<file path="src/hdl/itp_pkg.sv">
// ============================================================================
// itp_pkg
// Shared types, constants and lookup functions of the infix to prefix
// converter: operator codes, priorities, stack sizing and cell control.
// ============================================================================
`default_nettype none

package itp_pkg;

    localparam int STACK_DEPTH = 16;
    localparam int CNT_W       = $clog2(STACK_DEPTH + 1);

    typedef enum logic [2:0] {
        CODE_CLOSE = 3'd0,
        CODE_DOLLAR = 3'd1,
        CODE_CARET = 3'd2,
        CODE_MUL = 3'd3,
        CODE_DIV = 3'd4,
        CODE_MOD = 3'd5,
        CODE_ADD = 3'd6,
        CODE_SUB = 3'd7
    } t_code;

    typedef enum logic [1:0] {
        KIND_OPND  = 2'd0,
        KIND_OP    = 2'd1,
        KIND_OPEN  = 2'd2,
        KIND_CLOSE = 2'd3
    } t_kind;

    typedef enum logic [1:0] {
        ERR_NONE      = 2'd0,
        ERR_OVERFLOW  = 2'd1,
        ERR_UNMATCHED = 2'd2
    } t_err;

    typedef struct packed {
        logic  push;
        logic  pop;
        t_code code;
    } t_cell_ctrl;

    localparam logic [7:0] CH_DOLLAR = 8'h24;
    localparam logic [7:0] CH_CARET  = 8'h5E;
    localparam logic [7:0] CH_MUL    = 8'h2A;
    localparam logic [7:0] CH_DIV    = 8'h2F;
    localparam logic [7:0] CH_MOD    = 8'h25;
    localparam logic [7:0] CH_ADD    = 8'h2B;
    localparam logic [7:0] CH_SUB    = 8'h2D;
    localparam logic [7:0] CH_OPEN   = 8'h28;
    localparam logic [7:0] CH_CLOSE  = 8'h29;

    function automatic logic [7:0] code_char(input t_code code);
        logic [7:0] ch;
        unique case (code)
            CODE_CLOSE:  ch = CH_CLOSE;
            CODE_DOLLAR: ch = CH_DOLLAR;
            CODE_CARET:  ch = CH_CARET;
            CODE_MUL:    ch = CH_MUL;
            CODE_DIV:    ch = CH_DIV;
            CODE_MOD:    ch = CH_MOD;
            CODE_ADD:    ch = CH_ADD;
            CODE_SUB:    ch = CH_SUB;
            default:     ch = CH_CLOSE;
        endcase
        return ch;
    endfunction

    function automatic logic [1:0] code_prio(input t_code code);
        logic [1:0] prio;
        case (code)
            CODE_DOLLAR, CODE_CARET:      prio = 2'd3;
            CODE_MUL, CODE_DIV, CODE_MOD: prio = 2'd2;
            CODE_ADD, CODE_SUB:           prio = 2'd1;
            default:                      prio = 2'd0;
        endcase
        return prio;
    endfunction

    function automatic t_code char_code(input logic [7:0] ch);
        t_code code;
        unique case (ch)
            CH_DOLLAR: code = CODE_DOLLAR;
            CH_CARET:  code = CODE_CARET;
            CH_MUL:    code = CODE_MUL;
            CH_DIV:    code = CODE_DIV;
            CH_MOD:    code = CODE_MOD;
            CH_ADD:    code = CODE_ADD;
            CH_SUB:    code = CODE_SUB;
            default:   code = CODE_CLOSE;
        endcase
        return code;
    endfunction

    function automatic t_kind char_kind(input logic [7:0] ch);
        t_kind kind;
        unique case (ch)
            CH_OPEN:  kind = KIND_OPEN;
            CH_CLOSE: kind = KIND_CLOSE;
            CH_DOLLAR, CH_CARET, CH_MUL, CH_DIV, CH_MOD, CH_ADD, CH_SUB:
                kind = KIND_OP;
            default:  kind = KIND_OPND;
        endcase
        return kind;
    endfunction

endpackage

`default_nettype wire

</file>
<file path="src/hdl/itp_stack_cell.sv">
// ============================================================================
// itp_stack_cell
// One entry of the shifting operator stack. A push takes the code of the
// neighbor above, a pop takes the code of the neighbor below.
// ============================================================================
`default_nettype none

module itp_stack_cell
    import itp_pkg::*;
(
    input  wire        i_clk,
    input  wire t_cell_ctrl i_ctrl,
    input  wire t_code      i_from_above,
    input  wire t_code      i_from_below,
    output t_code      o_code
);

    t_code r_code;

    always_ff @(posedge i_clk) begin
        if (i_ctrl.push) begin
            r_code <= i_from_above;
        end else if (i_ctrl.pop) begin
            r_code <= i_from_below;
        end
    end

    assign o_code = r_code;

endmodule

`default_nettype wire

</file>
<file path="src/hdl/infix_to_prefix_converter.sv">
// ============================================================================
// infix_to_prefix_converter
// Operator-stack infix to prefix converter fed right to left; emits the
// prefix expression in reverse order.
// ============================================================================
// Characters enter one per transaction, rightmost first, with tlast on the
// leftmost one, and a new character is taken only once the last one is
// through. Each operator popped by an operator or by '(', and each entry
// popped by the flush after the leftmost character, takes a step of its own,
// since the stack is a chain of shift cells that moves one entry per cycle
// unless a result waits on a stalled output register; a held result and the
// final result of a character that both wait for the single output register
// go out one after the other. The stack needs no clearing after reset.
`default_nettype none

module infix_to_prefix_converter
    import itp_pkg::*;
(
    input  wire        i_clk,
    input  wire        i_rst_n,
    input  wire        s_axis_tvalid,
    output logic       s_axis_tready,
    input  wire  [7:0] s_axis_tdata,   // [7:0] char_in
    input  wire        s_axis_tlast,   // is_leftmost
    output logic       m_axis_tvalid,
    input  wire        m_axis_tready,
    output logic [7:0] m_axis_tdata,   // [7:0] char_out
    output logic       m_axis_tlast,   // run_last
    output logic [2:0] m_axis_tuser    // [0] expr_done, [2:1] error_code
);

    typedef enum logic [3:0] {
        ST_IDLE   = 4'b0001,
        ST_WORK   = 4'b0010,
        ST_FLUSH  = 4'b0100,
        ST_FINISH = 4'b1000
    } t_state;

    t_state           r_state, n_state;
    logic [7:0]       r_ch;
    logic             r_last;
    t_kind            r_kind;
    t_code            r_code;
    logic [CNT_W-1:0] r_cnt, n_cnt;

    logic             r_hold_valid, n_hold_valid;
    logic [7:0]       r_hold_char, n_hold_char;
    t_err             r_hold_err, n_hold_err;

    logic             r_out_valid, n_out_valid;
    logic [7:0]       r_out_char, n_out_char;
    t_err             r_out_err, n_out_err;
    logic             r_out_run_last, n_out_run_last;
    logic             r_out_expr_done, n_out_expr_done;

    t_code            w_cell_code [STACK_DEPTH];
    t_cell_ctrl       w_ctrl;
    t_code            w_top;
    logic             w_empty, w_full, w_out_free, w_accept;
    logic             w_gen, w_do_push, w_do_pop, w_phase_end, w_fin, w_go, w_need_move;
    logic [7:0]       w_gen_char;
    t_err             w_gen_err;
    logic [CNT_W-1:0] w_cnt_step;

    assign w_top      = w_cell_code[0];
    assign w_empty    = (r_cnt == '0);
    assign w_full     = (r_cnt == CNT_W'(STACK_DEPTH));
    assign w_out_free = !r_out_valid || m_axis_tready;
    assign w_accept   = s_axis_tvalid && s_axis_tready;

    assign s_axis_tready = (r_state == ST_IDLE);

    always_comb begin
        w_gen       = 1'b0;
        w_gen_char  = 8'h00;
        w_gen_err   = ERR_NONE;
        w_do_push   = 1'b0;
        w_do_pop    = 1'b0;
        w_phase_end = 1'b0;
        w_fin       = 1'b0;
        w_ctrl.code = r_code;
        unique case (r_state)
            ST_WORK: begin
                case (r_kind)
                    KIND_CLOSE: begin
                        w_ctrl.code = CODE_CLOSE;
                        w_phase_end = 1'b1;
                        if (w_full) begin
                            w_gen     = 1'b1;
                            w_gen_err = ERR_OVERFLOW;
                        end else begin
                            w_do_push = 1'b1;
                        end
                    end
                    KIND_OPEN: begin
                        if (w_empty) begin
                            w_gen       = 1'b1;
                            w_gen_err   = ERR_UNMATCHED;
                            w_phase_end = 1'b1;
                        end else begin
                            w_do_pop = 1'b1;
                            if (w_top == CODE_CLOSE) begin
                                w_phase_end = 1'b1;
                            end else begin
                                w_gen      = 1'b1;
                                w_gen_char = code_char(w_top);
                            end
                        end
                    end
                    KIND_OP: begin
                        if (!w_empty && (code_prio(w_top) > code_prio(r_code))) begin
                            w_do_pop   = 1'b1;
                            w_gen      = 1'b1;
                            w_gen_char = code_char(w_top);
                        end else begin
                            w_phase_end = 1'b1;
                            if (w_full) begin
                                w_gen     = 1'b1;
                                w_gen_err = ERR_OVERFLOW;
                            end else begin
                                w_do_push = 1'b1;
                            end
                        end
                    end
                    default: begin
                        w_gen       = 1'b1;
                        w_gen_char  = r_ch;
                        w_phase_end = 1'b1;
                    end
                endcase
            end
            ST_FLUSH: begin
                if (w_empty) begin
                    w_fin = 1'b1;
                end else begin
                    w_do_pop = 1'b1;
                    w_gen    = 1'b1;
                    w_fin    = (r_cnt == CNT_W'(1));
                    if (w_top == CODE_CLOSE) begin
                        w_gen_err = ERR_UNMATCHED;
                    end else begin
                        w_gen_char = code_char(w_top);
                    end
                end
            end
            default: begin
            end
        endcase

        w_cnt_step = r_cnt + CNT_W'(w_do_push) - CNT_W'(w_do_pop);
        if (r_state == ST_WORK) begin
            w_fin = w_phase_end && (!r_last || (w_cnt_step == '0));
        end

        if (r_state == ST_FINISH) begin
            w_need_move = 1'b1;
        end else if (w_fin) begin
            w_need_move = w_gen || r_hold_valid || r_last;
        end else begin
            w_need_move = w_gen && r_hold_valid;
        end
        w_go = !w_need_move || w_out_free;

        w_ctrl.push = w_do_push && w_go;
        w_ctrl.pop  = w_do_pop && w_go;
    end

    always_comb begin
        n_state         = r_state;
        n_cnt           = r_cnt;
        n_hold_valid    = r_hold_valid;
        n_hold_char     = r_hold_char;
        n_hold_err      = r_hold_err;
        n_out_valid     = r_out_valid && !m_axis_tready;
        n_out_char      = r_out_char;
        n_out_err       = r_out_err;
        n_out_run_last  = r_out_run_last;
        n_out_expr_done = r_out_expr_done;

        unique case (r_state)
            ST_IDLE: begin
                if (w_accept) begin
                    n_state = ST_WORK;
                end
            end
            ST_WORK, ST_FLUSH: begin
                if (w_go) begin
                    n_cnt = w_cnt_step;
                    if (w_fin) begin
                        n_state = ST_IDLE;
                        if (w_gen && r_hold_valid) begin
                            n_out_valid     = 1'b1;
                            n_out_char      = r_hold_char;
                            n_out_err       = r_hold_err;
                            n_out_run_last  = 1'b0;
                            n_out_expr_done = 1'b0;
                            n_hold_char     = w_gen_char;
                            n_hold_err      = w_gen_err;
                            n_state         = ST_FINISH;
                        end else if (w_gen) begin
                            n_out_valid     = 1'b1;
                            n_out_char      = w_gen_char;
                            n_out_err       = w_gen_err;
                            n_out_run_last  = 1'b1;
                            n_out_expr_done = r_last;
                        end else if (r_hold_valid) begin
                            n_hold_valid    = 1'b0;
                            n_out_valid     = 1'b1;
                            n_out_char      = r_hold_char;
                            n_out_err       = r_hold_err;
                            n_out_run_last  = 1'b1;
                            n_out_expr_done = r_last;
                        end else if (r_last) begin
                            n_out_valid     = 1'b1;
                            n_out_char      = 8'h00;
                            n_out_err       = ERR_NONE;
                            n_out_run_last  = 1'b1;
                            n_out_expr_done = 1'b1;
                        end
                    end else begin
                        if (w_phase_end) begin
                            n_state = ST_FLUSH;
                        end
                        if (w_gen) begin
                            if (r_hold_valid) begin
                                n_out_valid     = 1'b1;
                                n_out_char      = r_hold_char;
                                n_out_err       = r_hold_err;
                                n_out_run_last  = 1'b0;
                                n_out_expr_done = 1'b0;
                            end
                            n_hold_valid = 1'b1;
                            n_hold_char  = w_gen_char;
                            n_hold_err   = w_gen_err;
                        end
                    end
                end
            end
            ST_FINISH: begin
                if (w_go) begin
                    n_state         = ST_IDLE;
                    n_hold_valid    = 1'b0;
                    n_out_valid     = 1'b1;
                    n_out_char      = r_hold_char;
                    n_out_err       = r_hold_err;
                    n_out_run_last  = 1'b1;
                    n_out_expr_done = r_last;
                end
            end
            default: begin
                n_state = ST_IDLE;
            end
        endcase
    end

    always_ff @(posedge i_clk) begin
        if (!i_rst_n) begin
            r_state      <= ST_IDLE;
            r_cnt        <= '0;
            r_hold_valid <= 1'b0;
            r_out_valid  <= 1'b0;
        end else begin
            r_state      <= n_state;
            r_cnt        <= n_cnt;
            r_hold_valid <= n_hold_valid;
            r_out_valid  <= n_out_valid;
        end
    end

    always_ff @(posedge i_clk) begin
        if (w_accept) begin
            r_ch   <= s_axis_tdata;
            r_last <= s_axis_tlast;
            r_kind <= char_kind(s_axis_tdata);
            r_code <= char_code(s_axis_tdata);
        end
        r_hold_char     <= n_hold_char;
        r_hold_err      <= n_hold_err;
        r_out_char      <= n_out_char;
        r_out_err       <= n_out_err;
        r_out_run_last  <= n_out_run_last;
        r_out_expr_done <= n_out_expr_done;
    end

    genvar g_i;
    generate
        for (g_i = 0; g_i < STACK_DEPTH; g_i++) begin : g_cell
            t_code w_above;
            t_code w_below;
            if (g_i == 0) begin : g_top
                assign w_above = w_ctrl.code;
            end else begin : g_mid
                assign w_above = w_cell_code[g_i-1];
            end
            if (g_i == STACK_DEPTH - 1) begin : g_bottom
                assign w_below = CODE_CLOSE;
            end else begin : g_inner
                assign w_below = w_cell_code[g_i+1];
            end
            itp_stack_cell u_cell (
                .i_clk        (i_clk),
                .i_ctrl       (w_ctrl),
                .i_from_above (w_above),
                .i_from_below (w_below),
                .o_code       (w_cell_code[g_i])
            );
        end
    endgenerate

    assign m_axis_tvalid = r_out_valid;
    assign m_axis_tdata  = r_out_char;
    assign m_axis_tlast  = r_out_run_last;
    assign m_axis_tuser  = {r_out_err, r_out_expr_done};

    a_cnt_bound: assert property (@(posedge i_clk) disable iff (!i_rst_n)
        r_cnt <= CNT_W'(STACK_DEPTH))
        else $error("Stack count exceeds the stack depth.");

    a_idle_no_hold: assert property (@(posedge i_clk) disable iff (!i_rst_n)
        (r_state == ST_IDLE) |-> !r_hold_valid)
        else $error("A result is still held while waiting for a new character.");

    a_done_is_last: assert property (@(posedge i_clk) disable iff (!i_rst_n)
        (m_axis_tvalid && m_axis_tuser[0]) |-> m_axis_tlast)
        else $error("Expression end without end of character run.");

    a_flush_empty: assert property (@(posedge i_clk) disable iff (!i_rst_n)
        (w_go && w_fin && r_last && (r_state != ST_IDLE)) |=> (r_cnt == '0))
        else $error("Stack not empty after the leftmost character.");

    a_err_code: assert property (@(posedge i_clk) disable iff (!i_rst_n)
        (m_axis_tvalid && (m_axis_tuser[2:1] != ERR_NONE)) |-> (m_axis_tdata == 8'h00))
        else $error("Error transaction carries a nonzero character.");

endmodule

`default_nettype wire
</file>
<file path="config.mk">
export PLATFORM = sky130hd
export DESIGN_NAME = infix_to_prefix_converter
export DESIGN_NICKNAME = d
export VERILOG_FILES = /design/src/hdl/itp_pkg.sv /design/src/hdl/itp_stack_cell.sv /design/src/hdl/infix_to_prefix_converter.sv
export SDC_FILE = /design/constraint.sdc
export NUM_CORES = 1
export LEC_CHECK = 0
export ABC_AREA = 0
export BUFFER_PORTS_ARGS = -buffer_cell sky130_fd_sc_hd__buf_4
export CAP_MARGIN = 40
export CORE_ASPECT_RATIO = 1.1
export CORE_MARGIN = 2
export CORE_UTILIZATION = 45
export DETAILED_ROUTE_END_ITERATION = 8
export GPL_TIMING_DRIVEN = 0
export PLACE_DENSITY = 0.73
export SYNTH_ARGS = -nofsm -noshare
export SYNTH_HDL_FRONTEND = slang
export SYNTH_SLANG_ARGS = --single-unit
</file>
<file path="constraint.sdc">
create_clock -name i_clk -period 11.4 [get_ports i_clk]
set_input_delay 1.14 -clock i_clk [delete_from_list [all_inputs] [get_ports i_clk]]
set_output_delay 1.14 -clock i_clk [all_outputs]
set_load 0.02 [all_outputs]
</file>
# == Word-level counts from Yosys, hierarchy flattened ==
# Memories as Yosys holds them, arrays and structs flattened. A register that Yosys moved wholly into a read port is not among the register bits.
# Cells that the tools add are included.
# classes
n_addsub,2
magnitude_cmp,1
eq_ne,42
mux,150
reduce_logical,36
# ops
cell,n
two-way mux 8 bit,17
two-way mux 3 bit,37
"== test 8 x 6 -> 1 bit, second input constant",8
two-way mux 1 bit,49
two-way mux 2 bit,20
case mux 8 bit (2 select lines),2
"== test 3 bit, second input constant",8
two-way mux 4 bit,6
case mux 2 bit (3 select lines),4
case mux 8 bit (3 select lines),1
case mux 3 bit (7 select lines),1
case mux 1 bit (2 select lines),9
"!= test 3 bit, second input constant",5
"== test 3 x 2 -> 1 bit, second input constant",4
case mux 4 bit (3 select lines),1
AND reduction 6 bit,2
zero test 5 bit,2
OR reduction 2 bit,5
"== test 8 x 7 -> 1 bit, second input constant",1
case mux 2 bit (2 select lines),2
AND reduction 4 bit,2
logical AND 1 bit,7
OR reduction 7 bit,1
"== test 3 x 1 -> 1 bit, second input constant",2
other kinds (21),35
# totals
reg_bits,95
rom_bits,168
in_bits,13
output_inout_bits,14
word_cells,264
memories,3
# memory_table
memory,words,width,read_ports,rd_clocked_by_memory_dff,write_ports,line_no,text
(no name shown),8,7,1,1,0,itp_pkg.sv:55,unique case (code)
(no name shown),8,7,1,1,0,itp_pkg.sv:55,
(no name shown),8,7,1,1,0,itp_pkg.sv:55,

# == Depth between registers and ports, before layout ==
# logic_depth
ltp_word,24
depth_mapped,23
ltp_nobuf,23

# == By module ==
# From an unflattened synthesis, not the netlist that was laid out.
# unflattened
hier_cells,390
hier_area_um2,5043.6
# by_module_without_submodules
mod,n_inst,cells_per_inst,area_per_inst_um2,seq_area_each_um2
infix_to_prefix_converter,1,278,2961.6,1301.2
itp_stack_cell,16,7,130.1,90.1

# == Worst setup path after synthesis ==
# Ideal clock, no wire load.
# synth_path
kind,register -> register
startpoint,register g_cell[0].u_cell.r_code[1]
endpoint,register g_cell[0].u_cell.r_code[0] (enable)
setup_ps,469
arrival_time_ps,6615
t_required_ps,10931
path_slack_ps,4315
path_stages_with_launch,21
path_buffers,3
period_less_slack_ps,7085
path_cell_list,edfxtp_1 clkbuf_1 nor3_1 a21oi_1 ha_1 and2b_2 o31a_1 a211oi_4 inv_2 buf_6 ha_1 inv_1 ha_1 fa_1 a21o_1 a21oi_1 xnor3_4 a211oi_4 o221a_4 buf_6 a21oi_1
# synth_via
elab_chain_len,22
elab_cells_between_ends,48
cone_classes,2 x add/sub; 1 x order compare; 7 x eq/ne; 22 x mux; 16 x reduce/logical
# synth_rtl
element,line_no,text
from (decl),itp_stack_cell.sv:18,t_code r_code;
from (signal assigned),itp_stack_cell.sv:22,r_code <= i_from_above;
from (signal assigned),itp_stack_cell.sv:24,r_code <= i_from_below;
== test 3 x 2 -> 1 bit (tied with other cells),itp_pkg.sv:71,case (code)
OR reduction 3 bit or OR reduction 2 bit (tied branches),itp_pkg.sv:71,
case mux 2 bit (3 select lines),itp_pkg.sv:71,
two-way mux 2 bit,infix_to_prefix_converter.sv:84,case (r_kind)
two-way mux 2 bit,infix_to_prefix_converter.sv:82,unique case (r_state)
greater-than comparator 2 bit,infix_to_prefix_converter.sv:111,if (!w_empty && (code_prio(w_top) > code_prio(r_code))) begin
logical AND 1 bit,infix_to_prefix_converter.sv:111,
two-way mux 1 bit,infix_to_prefix_converter.sv:111,
[... 6 more ...],n/a,
logical AND 1 bit,infix_to_prefix_converter.sv:152,w_fin = w_phase_end && (!r_last || (w_cnt_step == '0));
two-way mux 1 bit,infix_to_prefix_converter.sv:151,if (r_state == ST_WORK) begin
two-way mux 1 bit,infix_to_prefix_converter.sv:157,end else if (w_fin) begin
two-way mux 1 bit,infix_to_prefix_converter.sv:155,if (r_state == ST_FINISH) begin
zero test 1 bit,infix_to_prefix_converter.sv:162,w_go = !w_need_move || w_out_free;
logical OR 1 bit,infix_to_prefix_converter.sv:162,
"logical AND 1 bit, on equally long branches","infix_to_prefix_converter.sv:165, infix_to_prefix_converter.sv:164",
nonzero test 2 bit (no source line) (*),n/a,
# Every way passes the cells marked *; elsewhere a longest branch is shown, timed or not. The select of a mux whose other input is x is not followed.
# A chain may end at the register's enable or synchronous reset.

# == Worst setup path after layout ==
# layout_path
startpoint,register g_cell[0].u_cell.r_code[1]
endpoint,register g_cell[9].u_cell.r_code[0] (data pin)
# layout_via
elab_chain_len,22
elab_cells_between_ends,47
cone_classes,2 x add/sub; 1 x order compare; 7 x eq/ne; 23 x mux; 14 x reduce/logical
# layout_rtl
element,line_no,text
== test 3 x 2 -> 1 bit (tied with other cells),itp_pkg.sv:71,
OR reduction 3 bit or OR reduction 2 bit (tied branches),itp_pkg.sv:71,
case mux 2 bit (3 select lines),itp_pkg.sv:71,
two-way mux 2 bit,infix_to_prefix_converter.sv:84,
two-way mux 2 bit,infix_to_prefix_converter.sv:82,
greater-than comparator 2 bit,infix_to_prefix_converter.sv:111,
logical AND 1 bit,infix_to_prefix_converter.sv:111,
two-way mux 1 bit,infix_to_prefix_converter.sv:111,
[... 6 more ...],n/a,
logical AND 1 bit,infix_to_prefix_converter.sv:152,
two-way mux 1 bit,infix_to_prefix_converter.sv:151,
two-way mux 1 bit,infix_to_prefix_converter.sv:157,
two-way mux 1 bit,infix_to_prefix_converter.sv:155,
zero test 1 bit,infix_to_prefix_converter.sv:162,
logical OR 1 bit,infix_to_prefix_converter.sv:162,
logical AND 1 bit (*),infix_to_prefix_converter.sv:164,w_ctrl.push = w_do_push && w_go;
two-way mux 3 bit (*),itp_stack_cell.sv:21,if (i_ctrl.push) begin
to (signal assigned),itp_stack_cell.sv:22,
to (signal assigned),itp_stack_cell.sv:24,
to (decl),itp_stack_cell.sv:18,
# Marks and branches as above.

==> metrics <==
result of the run finished, final reports clean; MaxCap Viol Count 0; DR vias ~3300; Avg WL per Cell about 17 um; clk slew on worst S/H paths ~0.06 ns; largest net degree at the start of global routing 25; CTS Sinks roughly 100; worst reg2reg startpoint g_cell[0].u_cell.o_code[1]$_DFFE_PN_; Seq/Total Area, Yosys between 50% and 60%; top-area cell type share of the netlist area 48.83%; Post-CTS Resized 0; Hold Path Depth 1; post-synth cell types 75; die area about 12000 um2; input/output buffers 26; worst-case clock buffer depth 2; ys async rst share 0%; Hold Path Sink m_axis_tdata[0]$_DFFE_PP_; vias in the first global route 3312; aggregate routed wire length ~9900 um; fin crit share 56.56%; grt ovf 0; CTS tree done; crit path launch g_cell[0].u_cell.o_code[1]$_DFFE_PN_; post-synthesis xor/xnor area fraction roughly 1.2%; PwrDens around 130 nW/um2; post-synthesis compound-gate area fraction around an eighth; GRT busiest layer met2; Clock Skew between 0.01 and 0.015 ns; initial antenna violation count 0; layout cells sized above 1 between 20 and 25%; Worst EP required between 10 and 15 ns; Mapped Nets 422; worst setup path class reg2reg; Ports 27; multiplexer area fraction after synthesis between 10% and 20%; first-pass GRT wire length roughly 16000 um; CTS buffer count 9; GRT Total Usage 16.88%; unrepaired setup endpoints after global routing no; CP startpoint kind flip-flop; largest family of logic cells by synthesized area compound AO/OA/AOI/OAI gates; cell with the most instances after synthesis edfxtp_1; Reg2Reg Depth 21; final hold viol count 0; Leak between 2 and 2.5 nW; Reg2Reg Capture Point g_cell[9].u_cell.o_code[0]$_DFFE_PN_; largest fanout on the critical path 10; most used flip-flop cell after synthesis edfxtp_1; area growth from synthesis to layout 14.85%; Worst Max-Slew Pin Slew slightly below 0.9 ns; Synth Area in Adders under 10%; Initial Util 45.57%; post-synthesis simple-gate area fraction a little under an eighth; register bit total from synthesis around 100; Synth Area per Inst roughly 13 um2; root buf cell clkbuf_16; post-DP HPWL between 6000 and 7000 um; GPL Wtd Cong 0.8512; met2 usage between 20 and 30%; Post-synth top cells edfxtp_1, mux2_1, nand2_1; M3 GR Usage between 5 and 6%; H-Tree Depth 3; Worst EP arrival around 6.5 ns; die height between 100 and 150 um; vias per inst approximately 5.6; met1 Usage GRT between 15 and 20%; dpl cell area 5623 um2; final net count between 400 and 500; top cells by area, synth edfxtp_1, mux2_1, dfxtp_1; ANT cells 0; cts hold-fix bufs 0; Clk Latency, worst-skew pair between 0.3 and 0.4 ns; drc violations 0; R2R setup slack 4.95 ns; Site Rows roughly 40; Post-synth EDFFs between 80 and 90; Slew Limit Fails 0; Tmin final 6.448 ns; DRT iter0 DRCs 282; worst hold path type reg2reg; Post-CTS Setup Inserts 0; relative slew slack about two fifths; Mapped Area 5166 um2; Yosys warning total 0; Finish-stage setup viols 0; Fin Setup TNS 0 ns; FMAX approximately 160 MHz; CP Capture Type flip-flop; Die X 106.2 um; fin area around 5900 um2; Synth area leader edfxtp_1; Worst VDD drop approximately 0.14 mV; DRT Pass-1 Iters 5; post-route ant nets 0; Post-Synthesis Cells slightly below 400; CORE AREA ~11000 um2; Hold Crit Start r_hold_char[0]$_DFFE_PP_
cells in the final DEF, fill, tap and decap left out, types with 4 or more instances in the layout:
cell       Yosys  routed
ha_1          14      14
buf_4          6      33
a21boi_0       4       4
edfxtp_1      84      84
dfxtp_1       17      17
clkbuf_1       2       5
inv_1         18      18
a21oi_1       21      20
o21ai_0       11      11
a211oi_1       6       6
nor3_1         5       5
mux2_2        15      15
and3_1         7       7
a22o_1         7       7
clkbuf_16      0       9
nor2_1        20      20
nand2_1       24      24
mux2_1        37      37
nand3_1       10      10
metrics by stage:
step / util (%) / power (W) / hold slack (ns) / instances / setup slack [ns]
2_1_floorplan: - / 0.0004549 / 0.4893 / 394 / 4.315
6_report: 52.33 / 0.0007882 / 0.5532 / 589 / 4.952
4_1_cts: 52.33 / 0.0007968 / 0.5550 / 589 / 5.003
3_3_place_gp: 48.95 / 0.0004692 / 0.5157 / 570 / 3.000
3_5_place_dp: 49.60 / 0.0004724 / 0.5250 / 573 / 5.030
5_1_grt: 52.33 / 0.0008154 / 0.5681 / 589 / 4.550
cell families (layout without fill, tap and decap cells):
kind of cell | count (synthesis) | count (layout)
flip-flops | 101 | 101
buffers and inverters | 33 | 78
AO/OA/AOI/OAI | 84 | 84
AND/OR/NAND/NOR | 101 | 101
XOR/XNOR | 5 | 5
multiplexers | 55 | 55
adder cells (fa/ha/maj) | 15 | 15
how the worst max path moves through the flow:
stage	slack, ns	end
after floorplan	4.32	g_cell[0].u_cell.o_code[0]$_DFFE_PN_
after global placement	3.00	g_cell[9].u_cell.o_code[2]$_DFFE_PN_
after detailed placement	5.03	g_cell[8].u_cell.o_code[1]$_DFFE_PN_
after CTS	5.00	g_cell[11].u_cell.o_code[2]$_DFFE_PN_
after global routing	4.55	g_cell[11].u_cell.o_code[2]$_DFFE_PN_
final	4.95	g_cell[9].u_cell.o_code[0]$_DFFE_PN_
critical path, cell delays in order, from the launching register on:
cell and delay (ns):
edfxtp_1 0.36, clkbuf_1 0.20, nor3_1 0.48, a21oi_1 0.08, ha_1 0.35, and2b_2 0.22
o31a_1 0.32, a211oi_4 0.49, inv_2 0.09, buf_6 0.16, ha_1 0.27, inv_1 0.04
ha_1 0.20, fa_1 0.42, a21o_1 0.21, a21oi_1 0.25, xnor3_4 0.41, a211oi_4 0.50
o221ai_4 0.29, nand2_2 0.27, buf_4 0.24, mux2_1 0.35
cell type report:
cell class	instances	area, um2
Buffer	13	88.84
Tap cell	150	187.7
Clock buffer	12	236.5
Inverter	20	75.07
Fill cell	952	5404
Sequential cell	101	2863
Timing Repair Buffer	29	257.7
Clock inverter	4	73.82
Multi-Input combinational cell	260	2151
flip-flops by register name, summed over array words and instances (netlist names), named ones only:
signal / count
g_cell.u_cell.o_code: 48
m_axis_tdata: 8
r_ch: 8
r_hold_char: 8
r_cnt: 5
r_state: 4
r_code: 3
r_hold_err: 2
r_kind: 2
r_out_err: 2
m_axis_tlast: 1
m_axis_tvalid: 1
r_hold_valid: 1
r_last: 1
r_out_expr_done: 1
power by group:
part	internal, W	switching (W)	total [W]
logic	0.0000225	0.0000306	0.0000531
clock network	0.000193	0.000131	0.000323
registers	0.000406	0.00000582	0.000412
total	0.000621	0.000167	0.000788
layer usage:
layer	share of wire [%]	vias up
met5	0	-
met4	2.4	0
met3	4.9	23
met2	49	90
met1	44	1594
li1	-	1589
Note: power is estimated with default switching activity, not from simulation.
